<file path="config.mk">
export PLATFORM = sky130hd
export DESIGN_NAME = proximity_zone_alert_flat
export DESIGN_NICKNAME = d
export VERILOG_FILES = /design/src/sv/pza_pkg.sv /design/src/sv/pza_in_if.sv /design/src/sv/pza_out_if.sv /design/src/sv/proximity_zone_alert.sv /design/src/sv/pza_range_stage.sv /design/src/sv/pza_ring_stage.sv /design/src/sv/pza_zone_stage.sv /design/src/sv/pza_out_buf.sv /design/src/flat_wrapper.sv
export SDC_FILE = /design/constraint.sdc
export NUM_CORES = 1
export LEC_CHECK = 0
export BUFFER_PORTS_ARGS = -buffer_cell sky130_fd_sc_hd__buf_2
export CORE_ASPECT_RATIO = 1.25
export CORE_MARGIN = 2
export CORE_UTILIZATION = 40
export DETAILED_ROUTE_END_ITERATION = 12
export PLACE_DENSITY = 0.6
export SLEW_MARGIN = 20
export SYNTH_ARGS = -nofsm -noshare
export SYNTH_HDL_FRONTEND = slang
export SYNTH_SLANG_ARGS = --single-unit
</file>
<file path="constraint.sdc">
create_clock -name i_clk -period 9.42 [get_ports i_clk]
set_input_delay 0.471 -clock i_clk [delete_from_list [all_inputs] [get_ports i_clk]]
set_output_delay 0.471 -clock i_clk [all_outputs]
set_load 0.1 [all_outputs]
</file>
<file path="src/sv/pza_pkg.sv">
// pza_pkg: shared types and constants for the proximity zone alert block.
// Holds field widths, fixed-point scale factors, register and zone codes
// and the structs passed between the pipeline stages. No dependencies.
package pza_pkg;

    localparam int RING_DEPTH = 5;

    localparam int ECHO_W     = 15;
    localparam int DIST_W     = 9;
    localparam int CFG_DATA_W = 16;
    localparam int CFG_IDX_W  = 2;
    localparam int ZONE_W     = 2;

    localparam logic [DIST_W-1:0] RANGE_MAX = DIST_W'(400);

    // floor(echo * 343 / 20000) as (echo * ECHO_MULT) >> ECHO_SHIFT,
    // exact for every 15-bit echo time
    localparam int ECHO_MULT_W = 25;
    localparam int ECHO_SHIFT  = 30;
    localparam int ECHO_PROD_W = ECHO_W + ECHO_MULT_W;
    localparam int ECHO_Q_W    = ECHO_PROD_W - ECHO_SHIFT;
    localparam logic [ECHO_MULT_W-1:0] ECHO_MULT = ECHO_MULT_W'(18414673);

    localparam int PTR_W   = (RING_DEPTH > 1) ? $clog2(RING_DEPTH) : 1;
    localparam int TOTAL_W = $clog2(RING_DEPTH * 400 + 1);

    // floor(total / RING_DEPTH) as (total * AVG_MULT) >> AVG_SHIFT
    localparam int AVG_SHIFT  = TOTAL_W + $clog2(RING_DEPTH);
    localparam int AVG_MULT_W = AVG_SHIFT + 1;
    localparam int AVG_PROD_W = TOTAL_W + AVG_MULT_W;
    localparam logic [AVG_MULT_W-1:0] AVG_MULT =
        AVG_MULT_W'(((1 << AVG_SHIFT) + RING_DEPTH - 1) / RING_DEPTH);

    localparam logic [CFG_IDX_W-1:0] CFG_NEAR_LIMIT      = CFG_IDX_W'(0);
    localparam logic [CFG_IDX_W-1:0] CFG_FAR_LIMIT       = CFG_IDX_W'(1);
    localparam logic [CFG_IDX_W-1:0] CFG_BLINK_PERIOD    = CFG_IDX_W'(2);
    localparam logic [CFG_IDX_W-1:0] CFG_DETECT_INTERVAL = CFG_IDX_W'(3);

    localparam logic [DIST_W-1:0]     NEAR_LIMIT_RST      = DIST_W'(50);
    localparam logic [DIST_W-1:0]     FAR_LIMIT_RST       = DIST_W'(250);
    localparam logic [CFG_DATA_W-1:0] BLINK_PERIOD_RST    = CFG_DATA_W'(500);
    localparam logic [CFG_DATA_W-1:0] DETECT_INTERVAL_RST = CFG_DATA_W'(1000);

    localparam logic FUNC_TICK = 1'b0;
    localparam logic FUNC_ECHO = 1'b1;

    localparam logic [ZONE_W-1:0] ZONE_NONE  = ZONE_W'(0);
    localparam logic [ZONE_W-1:0] ZONE_RED   = ZONE_W'(1);
    localparam logic [ZONE_W-1:0] ZONE_GREEN = ZONE_W'(2);

    typedef struct packed {
        logic [DIST_W-1:0]     near_limit;
        logic [DIST_W-1:0]     far_limit;
        logic [CFG_DATA_W-1:0] blink_period;
        logic [CFG_DATA_W-1:0] detect_interval;
    } t_cfg;

    typedef struct packed {
        logic              func;
        logic [DIST_W-1:0] dist_cm;
    } t_range_item;

    typedef struct packed {
        logic               func;
        logic [TOTAL_W-1:0] total;
        logic               blink_phase;
        logic               request;
    } t_ring_item;

    typedef struct packed {
        logic              red_led;
        logic              green_led;
        logic              measure_request;
        logic [DIST_W-1:0] mean_distance;
        logic [ZONE_W-1:0] zone;
    } t_result;

endpackage

</file>
<file path="src/sv/pza_in_if.sv">
// pza_in_if: valid/ready channel carrying one input item.
// Depends on pza_pkg for field widths.
interface pza_in_if;
    logic                       valid;
    logic                       ready;
    logic                       func;
    logic [pza_pkg::ECHO_W-1:0] echo_time;

    modport source (output valid, output func, output echo_time, input ready);
    modport sink   (input valid, input func, input echo_time, output ready);
endinterface

</file>
<file path="src/sv/pza_out_if.sv">
// pza_out_if: valid/ready channel carrying one result item.
// Depends on pza_pkg for field widths.
interface pza_out_if;
    logic                       valid;
    logic                       ready;
    logic                       red_led;
    logic                       green_led;
    logic                       measure_request;
    logic [pza_pkg::DIST_W-1:0] mean_distance;
    logic [pza_pkg::ZONE_W-1:0] zone;

    modport source (output valid, output red_led, output green_led,
                    output measure_request, output mean_distance, output zone,
                    input ready);
    modport sink   (input valid, input red_led, input green_led,
                    input measure_request, input mean_distance, input zone,
                    output ready);
endinterface

</file>
<file path="src/sv/proximity_zone_alert.sv">
// proximity_zone_alert: top level of the ultrasonic range alert.
// Depends on pza_pkg, pza_in_if, pza_out_if and the pza_* stage modules.
//
// Takes one item per clock while input ready is high: a millisecond tick or
// an echo time. Each transfer in gives exactly one result: the transfer
// loads the range stage, then the ring stage, then the zone logic loads the
// output register, where the result's valid rises. The stages advance
// together and a two-entry output register holds finished results, so input
// ready stays high while the sink keeps up and drops only when two results
// are waiting.
// Configuration registers are written through the plain write port and must
// be changed only with no transfers in flight.
module proximity_zone_alert (
    input  logic                           i_clk,
    input  logic                           i_rst_n,
    input  logic                           i_cfg_we,
    input  logic [pza_pkg::CFG_IDX_W-1:0]  i_cfg_idx,
    input  logic [pza_pkg::CFG_DATA_W-1:0] i_cfg_data,
    pza_in_if.sink                         i_in,
    pza_out_if.source                      o_out
);
    pza_pkg::t_cfg        r_cfg;
    logic                 adv;
    logic                 range_valid;
    pza_pkg::t_range_item range_item;
    logic                 ring_valid;
    pza_pkg::t_ring_item  ring_item;
    pza_pkg::t_result     zone_result;
    pza_pkg::t_result     out_result;

    always_ff @(posedge i_clk) begin
        if (!i_rst_n) begin
            r_cfg.near_limit      <= pza_pkg::NEAR_LIMIT_RST;
            r_cfg.far_limit       <= pza_pkg::FAR_LIMIT_RST;
            r_cfg.blink_period    <= pza_pkg::BLINK_PERIOD_RST;
            r_cfg.detect_interval <= pza_pkg::DETECT_INTERVAL_RST;
        end else if (i_cfg_we) begin
            case (i_cfg_idx)
                pza_pkg::CFG_NEAR_LIMIT: begin
                    r_cfg.near_limit <= i_cfg_data[pza_pkg::DIST_W-1:0];
                end
                pza_pkg::CFG_FAR_LIMIT: begin
                    r_cfg.far_limit <= i_cfg_data[pza_pkg::DIST_W-1:0];
                end
                pza_pkg::CFG_BLINK_PERIOD: begin
                    r_cfg.blink_period <= i_cfg_data;
                end
                pza_pkg::CFG_DETECT_INTERVAL: begin
                    r_cfg.detect_interval <= i_cfg_data;
                end
                default: begin
                end
            endcase
        end
    end

    assign i_in.ready = adv;

    pza_range_stage u_range (
        .i_clk       (i_clk),
        .i_rst_n     (i_rst_n),
        .i_adv       (adv),
        .i_valid     (i_in.valid),
        .i_func      (i_in.func),
        .i_echo_time (i_in.echo_time),
        .o_valid     (range_valid),
        .o_item      (range_item)
    );

    pza_ring_stage u_ring (
        .i_clk   (i_clk),
        .i_rst_n (i_rst_n),
        .i_adv   (adv),
        .i_cfg   (r_cfg),
        .i_valid (range_valid),
        .i_item  (range_item),
        .o_valid (ring_valid),
        .o_item  (ring_item)
    );

    pza_zone_stage u_zone (
        .i_clk    (i_clk),
        .i_rst_n  (i_rst_n),
        .i_adv    (adv),
        .i_cfg    (r_cfg),
        .i_valid  (ring_valid),
        .i_item   (ring_item),
        .o_result (zone_result)
    );

    pza_out_buf u_out_buf (
        .i_clk    (i_clk),
        .i_rst_n  (i_rst_n),
        .i_push   (adv && ring_valid),
        .i_result (zone_result),
        .i_ready  (o_out.ready),
        .o_valid  (o_out.valid),
        .o_result (out_result),
        .o_adv    (adv)
    );

    assign o_out.red_led         = out_result.red_led;
    assign o_out.green_led       = out_result.green_led;
    assign o_out.measure_request = out_result.measure_request;
    assign o_out.mean_distance   = out_result.mean_distance;
    assign o_out.zone            = out_result.zone;
endmodule

</file>
<file path="src/sv/pza_range_stage.sv">
// pza_range_stage: input register stage; converts echo time to a clamped
// distance in cm. Depends on pza_pkg.
module pza_range_stage (
    input  logic                       i_clk,
    input  logic                       i_rst_n,
    input  logic                       i_adv,
    input  logic                       i_valid,
    input  logic                       i_func,
    input  logic [pza_pkg::ECHO_W-1:0] i_echo_time,
    output logic                       o_valid,
    output pza_pkg::t_range_item       o_item
);
    logic [pza_pkg::ECHO_PROD_W-1:0] prod;
    logic [pza_pkg::ECHO_Q_W-1:0]    quot;
    logic [pza_pkg::DIST_W-1:0]      n_dist;
    logic                            r_valid;
    pza_pkg::t_range_item            r_item;

    assign prod = pza_pkg::ECHO_PROD_W'(i_echo_time) *
                  pza_pkg::ECHO_PROD_W'(pza_pkg::ECHO_MULT);
    assign quot = prod[pza_pkg::ECHO_PROD_W-1:pza_pkg::ECHO_SHIFT];

    always_comb begin
        if (quot == '0 || quot > pza_pkg::ECHO_Q_W'(pza_pkg::RANGE_MAX)) begin
            n_dist = pza_pkg::RANGE_MAX;
        end else begin
            n_dist = quot[pza_pkg::DIST_W-1:0];
        end
    end

    always_ff @(posedge i_clk) begin
        if (!i_rst_n) begin
            r_valid <= 1'b0;
        end else if (i_adv) begin
            r_valid <= i_valid;
        end
        if (i_adv) begin
            r_item.func    <= i_func;
            r_item.dist_cm <= n_dist;
        end
    end

    assign o_valid = r_valid;
    assign o_item  = r_item;
endmodule

</file>
<file path="src/sv/pza_ring_stage.sv">
// pza_ring_stage: sample ring with running total, blink and detection
// tick counters. Depends on pza_pkg.
module pza_ring_stage (
    input  logic                 i_clk,
    input  logic                 i_rst_n,
    input  logic                 i_adv,
    input  pza_pkg::t_cfg        i_cfg,
    input  logic                 i_valid,
    input  pza_pkg::t_range_item i_item,
    output logic                 o_valid,
    output pza_pkg::t_ring_item  o_item
);
    logic [pza_pkg::DIST_W-1:0]     r_ring [pza_pkg::RING_DEPTH];
    logic [pza_pkg::PTR_W-1:0]      r_ptr;
    logic [pza_pkg::TOTAL_W-1:0]    r_total;
    logic [pza_pkg::CFG_DATA_W-1:0] r_blink_cnt;
    logic [pza_pkg::CFG_DATA_W-1:0] r_detect_cnt;
    logic                           r_blink_phase;
    logic                           r_valid;
    pza_pkg::t_ring_item            r_item;

    logic [pza_pkg::TOTAL_W-1:0]    n_total;
    logic [pza_pkg::PTR_W-1:0]      n_ptr;
    logic [pza_pkg::CFG_DATA_W:0]   blink_inc;
    logic [pza_pkg::CFG_DATA_W:0]   detect_inc;
    logic                           blink_hit;
    logic                           detect_hit;
    logic                           take_echo;
    logic                           take_tick;

    assign take_echo = i_adv && i_valid && (i_item.func == pza_pkg::FUNC_ECHO);
    assign take_tick = i_adv && i_valid && (i_item.func == pza_pkg::FUNC_TICK);

    assign n_total = r_total - pza_pkg::TOTAL_W'(r_ring[r_ptr])
                   + pza_pkg::TOTAL_W'(i_item.dist_cm);
    assign n_ptr   = (r_ptr == pza_pkg::PTR_W'(pza_pkg::RING_DEPTH - 1)) ?
                     '0 : r_ptr + pza_pkg::PTR_W'(1);

    assign blink_inc  = {1'b0, r_blink_cnt} + 1'b1;
    assign detect_inc = {1'b0, r_detect_cnt} + 1'b1;
    assign blink_hit  = blink_inc >= {1'b0, i_cfg.blink_period};
    assign detect_hit = detect_inc >= {1'b0, i_cfg.detect_interval};

    always_ff @(posedge i_clk) begin
        if (!i_rst_n) begin
            for (int k = 0; k < pza_pkg::RING_DEPTH; k++) begin
                r_ring[k] <= '0;
            end
            r_ptr         <= '0;
            r_total       <= '0;
            r_blink_cnt   <= '0;
            r_detect_cnt  <= '0;
            r_blink_phase <= 1'b0;
            r_valid       <= 1'b0;
        end else begin
            if (i_adv) begin
                r_valid <= i_valid;
            end
            if (take_echo) begin
                r_ring[r_ptr] <= i_item.dist_cm;
                r_ptr         <= n_ptr;
                r_total       <= n_total;
            end
            if (take_tick) begin
                if (blink_hit) begin
                    r_blink_phase <= !r_blink_phase;
                    r_blink_cnt   <= '0;
                end else begin
                    r_blink_cnt   <= blink_inc[pza_pkg::CFG_DATA_W-1:0];
                end
                if (detect_hit) begin
                    r_detect_cnt <= '0;
                end else begin
                    r_detect_cnt <= detect_inc[pza_pkg::CFG_DATA_W-1:0];
                end
            end
        end
    end

    // payload follows the updated state of the same transfer
    always_ff @(posedge i_clk) begin
        if (i_adv) begin
            r_item.func <= i_item.func;
            r_item.total <= take_echo ? n_total : r_total;
            r_item.blink_phase <= (take_tick && blink_hit) ? !r_blink_phase
                                                           : r_blink_phase;
            r_item.request <= take_tick && detect_hit;
        end
    end

    assign o_valid = r_valid;
    assign o_item  = r_item;
endmodule

</file>
<file path="src/sv/pza_zone_stage.sv">
// pza_zone_stage: ring average, zone flags and LED drive. Produces the
// result item for the output buffer. Depends on pza_pkg.
module pza_zone_stage (
    input  logic                i_clk,
    input  logic                i_rst_n,
    input  logic                i_adv,
    input  pza_pkg::t_cfg       i_cfg,
    input  logic                i_valid,
    input  pza_pkg::t_ring_item i_item,
    output pza_pkg::t_result    o_result
);
    logic [pza_pkg::DIST_W-1:0]     r_avg;
    logic                           r_red;
    logic                           r_green;

    logic [pza_pkg::AVG_PROD_W-1:0] prod;
    logic [pza_pkg::DIST_W-1:0]     new_avg;
    logic                           new_red;
    logic                           new_green;
    logic                           is_echo;
    logic [pza_pkg::DIST_W-1:0]     avg;
    logic                           red;
    logic                           green;
    logic [pza_pkg::ZONE_W-1:0]     zone;

    assign prod = pza_pkg::AVG_PROD_W'(i_item.total) *
                  pza_pkg::AVG_PROD_W'(pza_pkg::AVG_MULT);
    assign new_avg = prod[pza_pkg::AVG_SHIFT +: pza_pkg::DIST_W];

    assign new_red   = (new_avg < i_cfg.near_limit) && (new_avg != '0);
    assign new_green = (new_avg >= i_cfg.near_limit) && (new_avg < i_cfg.far_limit);

    assign is_echo = (i_item.func == pza_pkg::FUNC_ECHO);
    assign avg     = is_echo ? new_avg   : r_avg;
    assign red     = is_echo ? new_red   : r_red;
    assign green   = is_echo ? new_green : r_green;

    always_comb begin
        if (red) begin
            zone = pza_pkg::ZONE_RED;
        end else if (green) begin
            zone = pza_pkg::ZONE_GREEN;
        end else begin
            zone = pza_pkg::ZONE_NONE;
        end
    end

    always_ff @(posedge i_clk) begin
        if (!i_rst_n) begin
            r_avg   <= '0;
            r_red   <= 1'b0;
            r_green <= 1'b0;
        end else if (i_adv && i_valid && is_echo) begin
            r_avg   <= new_avg;
            r_red   <= new_red;
            r_green <= new_green;
        end
    end

    assign o_result.red_led         = (zone == pza_pkg::ZONE_RED) && i_item.blink_phase;
    assign o_result.green_led       = (zone == pza_pkg::ZONE_GREEN) && i_item.blink_phase;
    assign o_result.measure_request = i_item.request;
    assign o_result.mean_distance   = avg;
    assign o_result.zone            = zone;
endmodule

</file>
<file path="src/sv/pza_out_buf.sv">
// pza_out_buf: two-entry output register with skid entry. Drives the
// pipeline advance. Depends on pza_pkg.
module pza_out_buf (
    input  logic             i_clk,
    input  logic             i_rst_n,
    input  logic             i_push,
    input  pza_pkg::t_result i_result,
    input  logic             i_ready,
    output logic             o_valid,
    output pza_pkg::t_result o_result,
    output logic             o_adv
);
    logic             r_main_v;
    logic             r_skid_v;
    pza_pkg::t_result r_main;
    pza_pkg::t_result r_skid;

    logic             n_main_v;
    logic             n_skid_v;
    pza_pkg::t_result n_main;
    pza_pkg::t_result n_skid;
    logic             pop;

    assign pop = r_main_v && i_ready;

    always_comb begin
        n_main_v = r_main_v;
        n_skid_v = r_skid_v;
        n_main   = r_main;
        n_skid   = r_skid;
        if (pop) begin
            n_main   = r_skid;
            n_main_v = r_skid_v;
            n_skid_v = 1'b0;
        end
        if (i_push) begin
            if (!n_main_v) begin
                n_main   = i_result;
                n_main_v = 1'b1;
            end else begin
                n_skid   = i_result;
                n_skid_v = 1'b1;
            end
        end
    end

    always_ff @(posedge i_clk) begin
        if (!i_rst_n) begin
            r_main_v <= 1'b0;
            r_skid_v <= 1'b0;
        end else begin
            r_main_v <= n_main_v;
            r_skid_v <= n_skid_v;
        end
        r_main <= n_main;
        r_skid <= n_skid;
    end

    assign o_valid  = r_main_v;
    assign o_result = r_main;
    assign o_adv    = !r_skid_v;
endmodule

</file>
<file path="src/flat_wrapper.sv">
// flat-port wrapper written by rule: the top's interface ports become plain ports
module proximity_zone_alert_flat 
  (i_clk, i_rst_n, i_cfg_we, i_cfg_idx, i_cfg_data, i_in_valid, i_in_func, i_in_echo_time, i_in_ready, o_out_valid, o_out_red_led, o_out_green_led, o_out_measure_request, o_out_mean_distance, o_out_zone, o_out_ready);
  pza_in_if i_in_i ();
  pza_out_if o_out_i ();
  input  logic i_clk;
  input  logic i_rst_n;
  input  logic i_cfg_we;
  input  logic [pza_pkg::CFG_IDX_W-1:0] i_cfg_idx;
  input  logic [pza_pkg::CFG_DATA_W-1:0] i_cfg_data;
  input wire logic [$bits(i_in_i.valid)-1:0] i_in_valid;
  input wire logic [$bits(i_in_i.func)-1:0] i_in_func;
  input wire logic [$bits(i_in_i.echo_time)-1:0] i_in_echo_time;
  output wire logic [$bits(i_in_i.ready)-1:0] i_in_ready;
  output wire logic [$bits(o_out_i.valid)-1:0] o_out_valid;
  output wire logic [$bits(o_out_i.red_led)-1:0] o_out_red_led;
  output wire logic [$bits(o_out_i.green_led)-1:0] o_out_green_led;
  output wire logic [$bits(o_out_i.measure_request)-1:0] o_out_measure_request;
  output wire logic [$bits(o_out_i.mean_distance)-1:0] o_out_mean_distance;
  output wire logic [$bits(o_out_i.zone)-1:0] o_out_zone;
  input wire logic [$bits(o_out_i.ready)-1:0] o_out_ready;
  assign i_in_i.valid = i_in_valid;
  assign i_in_i.func = i_in_func;
  assign i_in_i.echo_time = i_in_echo_time;
  assign i_in_ready = i_in_i.ready;
  assign o_out_valid = o_out_i.valid;
  assign o_out_red_led = o_out_i.red_led;
  assign o_out_green_led = o_out_i.green_led;
  assign o_out_measure_request = o_out_i.measure_request;
  assign o_out_mean_distance = o_out_i.mean_distance;
  assign o_out_zone = o_out_i.zone;
  assign o_out_i.ready = o_out_ready;
  proximity_zone_alert u_core (.i_clk(i_clk), .i_rst_n(i_rst_n), .i_cfg_we(i_cfg_we), .i_cfg_idx(i_cfg_idx), .i_cfg_data(i_cfg_data), .i_in(i_in_i), .o_out(o_out_i));
endmodule
</file>
==> flow_metrics.py <==
metrics = {
    "run_status": {
        "status": "finished, final reports clean",
    },
    "timing": {
        "slew_viol_final": 0,
        "grt_setup_unrepaired": "no",
        "hold_violations": 0,
        "setup_viol": 0,
        "period_share_pct": 77.8,
        "tightest_slew_ns": 1.03,
        "finalSetupTns_ns": 0,
        "fmax_ghz": 0.136,
        "period_needed_ns": 7.33,
        "relSlewSlack_pct": 30.9,
        "holdWs_ns": 0.161,
        "final.setup_skew_ns": 0.0126,
        "setup_ws_ns": 2.09,
    },
    "die": {
        "chipHeight_um": 249,
        "design.core.area_mm2": 0.0472,
        "die_w_um": 200,
        "placementRows": 89,
        "initial_core_util_pct": 40.5,
        "dieArea_mm2": 0.0496,
        "design.portCount": 55,
    },
    "placement": {
        "place.port_buffers": 54,
        "place_congestion": 0.857,
        "dp_hpwl_mm": 33.3,
        "place_area_mm2": 0.0201,
        "dp_slack_ns": 2.08,
        "dp.cells": 2598,
    },
    "drt": {
        "vias": 13700,
        "initialDrtViolationCount": 608,
        "vias_per_cell": 5.18,
        "drt_wl_total_mm": 41.9,
        "first_pass_iters": 5,
        "wl_per_cell_um": 15.9,
        "drcViolationCount": 0,
        "final_antenna_net_count": 0,
    },
    "layout": {
        "diodes": 0,
        "area_growth_pct": 9.41,
        "final_cells": 2642,
        "drive_above_1_share_pct": 9.08,
        "final_nets": 2429,
        "final_cell_mix": "inv_1, ha_1, nand2_1, fa_1, dfxtp_1",
        "fill_cells": 4623,
        "final_area_mm2": 0.0209,
        "layout_commonest_cell": "inv_1",
    },
    "clocking": {
        "clock_latency_ns": 0.53,
        "cts_made_buffers": 24,
        "hold_buffers": 0,
        "post_cts_buffers": 0,
        "htreeDepth": 1,
        "cts-resized-gates": 0,
        "cts_tree": "done",
        "cts.path.max_buffers": 3,
        "root_buffer": "clkbuf_16",
        "cts.sinks": 239,
        "clkTransAtPathRegs_ns": 0.06,
    },
    "synth": {
        "ys_seq_area_share_pct": 30.8,
        "synth_top_area_cell": "ha_1",
        "syn_nets": 2393,
        "synthDominantCellAreaShare_pct": 17.8,
        "synthFlopType": "dfxtp_1",
        "ys_ff_latch": 239,
        "yosys.cell_types.count": 73,
        "ys_warn_count": 0,
        "synth.avg_cell_area_um2": 9.81,
        "netlist_area_mm2": 0.0191,
        "async_flop_share_pct": 0,
        "netlist_top_cells_area": "ha_1, edfxtp_1, fa_1",
        "synth_edf_count": 110,
        "synthCells": 1951,
    },
    "setup_path": {
        "crit_fanout": 5,
        "cp.required_ns": 9.70,
        "cp_common_cell": "fa_1",
        "critPathMaxStageDelay_ns": 0.54,
        "critical-path-slowest-cell": "a2111oi_0",
        "setup.worst_path.start_class": "register",
        "crit_type": "reg -> reg",
        "cp_cell_sequence": "ha_1 -> inv_1 -> fa_1 -> fa_1 -> inv_1 -> fa_1 -> fa_1 -> ha_1 -> a211o_1 -> or4_4 -> a311o_1 -> xor2_1 -> ha_1 -> o211ai_1 -> a21oi_1 -> a211oi_1 -> a21boi_0 -> a2111oi_0 -> a211oi_2 -> a31oi_1 -> nor2_1",
        "critPathTopFamily": "adder cells",
        "path_buf_inv": 2,
        "cp.arrival_ns": 7.61,
        "end_kind": "register",
    },
    "grt": {
        "antenna_found_initial": 0,
        "grt_max_degree": 86,
        "grtUsageTotal_pct": 17.2,
        "grt_pass1_wl_mm": 69.6,
        "grt-ovfl-total": 0,
        "grt_pass1_vias": 14000,
    },
    "pwr": {
        "power.switching_mw": 2.95,
        "p_leak_nw": 9.57,
        "pwr-share-comb_pct": 64.1,
        "p_per_area_mw_per_mm2": 305,
        "switching_share_pct": 46.2,
        "p_clk_share_pct": 15.5,
        "p_seq_share_pct": 20.4,
        "p_int_mw": 3.44,
        "peakVddDrop_mv": 0.166,
    },
    "min_path": {
        "hold_class": "in -> reg",
    },
    "flow_run": {
        "maxCapViolations": 0,
    },
}
## path summary, 6_finish.rpt
kind,startpoint,endpoint,slack [ns],cells after the start
max,u_core.u_ring.o_item[10]$_DFFE_PN_,u_core.u_out_buf.r_skid[12]$_DFFE_PP_,2.09,21
min,i_in_func,u_core.u_range.o_item[9]$_DFFE_PN_,0.16,1
max reg2reg,u_core.u_ring.o_item[10]$_DFFE_PN_,u_core.u_out_buf.r_skid[12]$_DFFE_PP_,2.09,21
min reg2reg,u_core.u_zone.r_green$_SDFFE_PN0P_,u_core.u_zone.r_green$_SDFFE_PN0P_,0.45,2
## power by group through the flow
stage / sequential (mW) / clock (mW) / combinational (mW)
CTS: 1.31 / 1.02 / 4.16
detailed placement: 1.33 / 0 / 4.11
global placement: 1.32 / 0 / 4.05
global route: 1.32 / 1.06 / 4.72
floorplan: 1.46 / 0 / 3.03
finish: 1.30 / 0.990 / 4.10
## cells in the mapped netlist (11+ instances only)
| master | n |
|---|---|
| nand2_1 | 205 |
| a31oi_1 | 11 |
| mux2i_1 | 16 |
| nand4_1 | 17 |
| o31ai_1 | 12 |
| clkbuf_1 | 52 |
| o21a_1 | 18 |
| ha_1 | 272 |
| nor2_1 | 71 |
| o211ai_1 | 32 |
| xnor2_1 | 25 |
| o22ai_1 | 14 |
| edfxtp_1 | 110 |
| or2_2 | 13 |
| mux4_2 | 18 |
| a21o_1 | 25 |
| inv_1 | 304 |
| and2_1 | 31 |
| fa_1 | 131 |
| and3_1 | 21 |
| or3_1 | 28 |
| dfxtp_1 | 129 |
| xor2_1 | 17 |
| o21ai_0 | 28 |
| nor3_1 | 14 |
| nand3_1 | 46 |
| mux2_2 | 22 |
| nor4_1 | 27 |
| nor2b_1 | 16 |
| a21oi_1 | 123 |
## area by class of cell
class	count	area, um2	share of cell area, %
clock buffer	28	667	3.18
tap	637	797	3.81
multi-input combinational	1346	11900	56.7
inverter	305	1140	5.47
timing repair buffer	71	398	1.90
clock inverter	16	164	0.783
sequential	239	5890	28.1
## sequential cells by signal, summed over array words and instances, names as in the netlist, named ones only
name	count
u_core.u_ring.o_item	14
u_core.u_ring.o_valid	1
u_core.u_zone.r_green	1
u_core.u_ring.r_blink_cnt	16
u_core.u_out_buf.r_skid_v	1
u_core.u_ring.r_ptr	3
u_core.u_ring.r_ring	72
u_core.u_ring.r_detect_cnt	16
u_core.u_ring.r_blink_phase	1
u_core.u_zone.r_avg	9
u_core.u_out_buf.r_skid	14
u_core.u_range.o_valid	1
u_core.u_range.o_item	10
u_core.u_out_buf.o_result	14
u_core.u_zone.r_red	1
u_core.u_out_buf.o_valid	1
u_core.u_ring.r_total	11
u_core.r_cfg	50
## worst reg2reg max path, stage by stage, from the launching register on
cell       delay [ns]
edfxtp_1         0.46
ha_1             0.37
inv_1            0.07
fa_1             0.47
fa_1             0.51
inv_1            0.06
fa_1             0.52
fa_1             0.49
ha_1             0.37
a211o_1          0.35
or4_4            0.52
a311o_1          0.37
xor2_1           0.36
ha_1             0.33
o211ai_1         0.09
a21oi_1          0.07
a211oi_1         0.50
a21boi_0         0.17
a2111oi_0        0.54
a211oi_2         0.12
a31oi_1          0.28
nor2_1           0.08
## stage by stage
step	power, mW	utilization [%]
finish	6.40	44.3
CTS	6.48	44.3
global placement	5.37	42.6
detailed placement	5.44	42.6
floorplan	4.48	-
global route	7.09	44.3
## cells by family (layout without fill, tap and decap cells)
| logic type | count (synthesis) | count (layout) | share of synthesized area [%] |
|---|---|---|---|
| and+or+nand+nor | 522 | 522 | 13.4 |
| xor gates and xnor gates | 42 | 42 | 1.92 |
| AOI/OAI and AO/OA | 322 | 322 | 11.0 |
| DFF | 239 | 239 | 30.8 |
| buffers and inverters | 366 | 420 | 7.18 |
| adders and majority gates | 404 | 404 | 31.5 |
| muxes | 56 | 56 | 4.25 |
## routing by layer
metal | wire, um | vias to the layer above | GRT usage (%)
li1 | - | 6811 | -
met1 | 17400 | 6640 | 20.2
met2 | 22600 | 170 | 33.4
met3 | 1060 | 52 | 1.21
met4 | 891 | 0 | 4.34
met5 | 0 | - | 0
(Power assumes the default switching activity.)
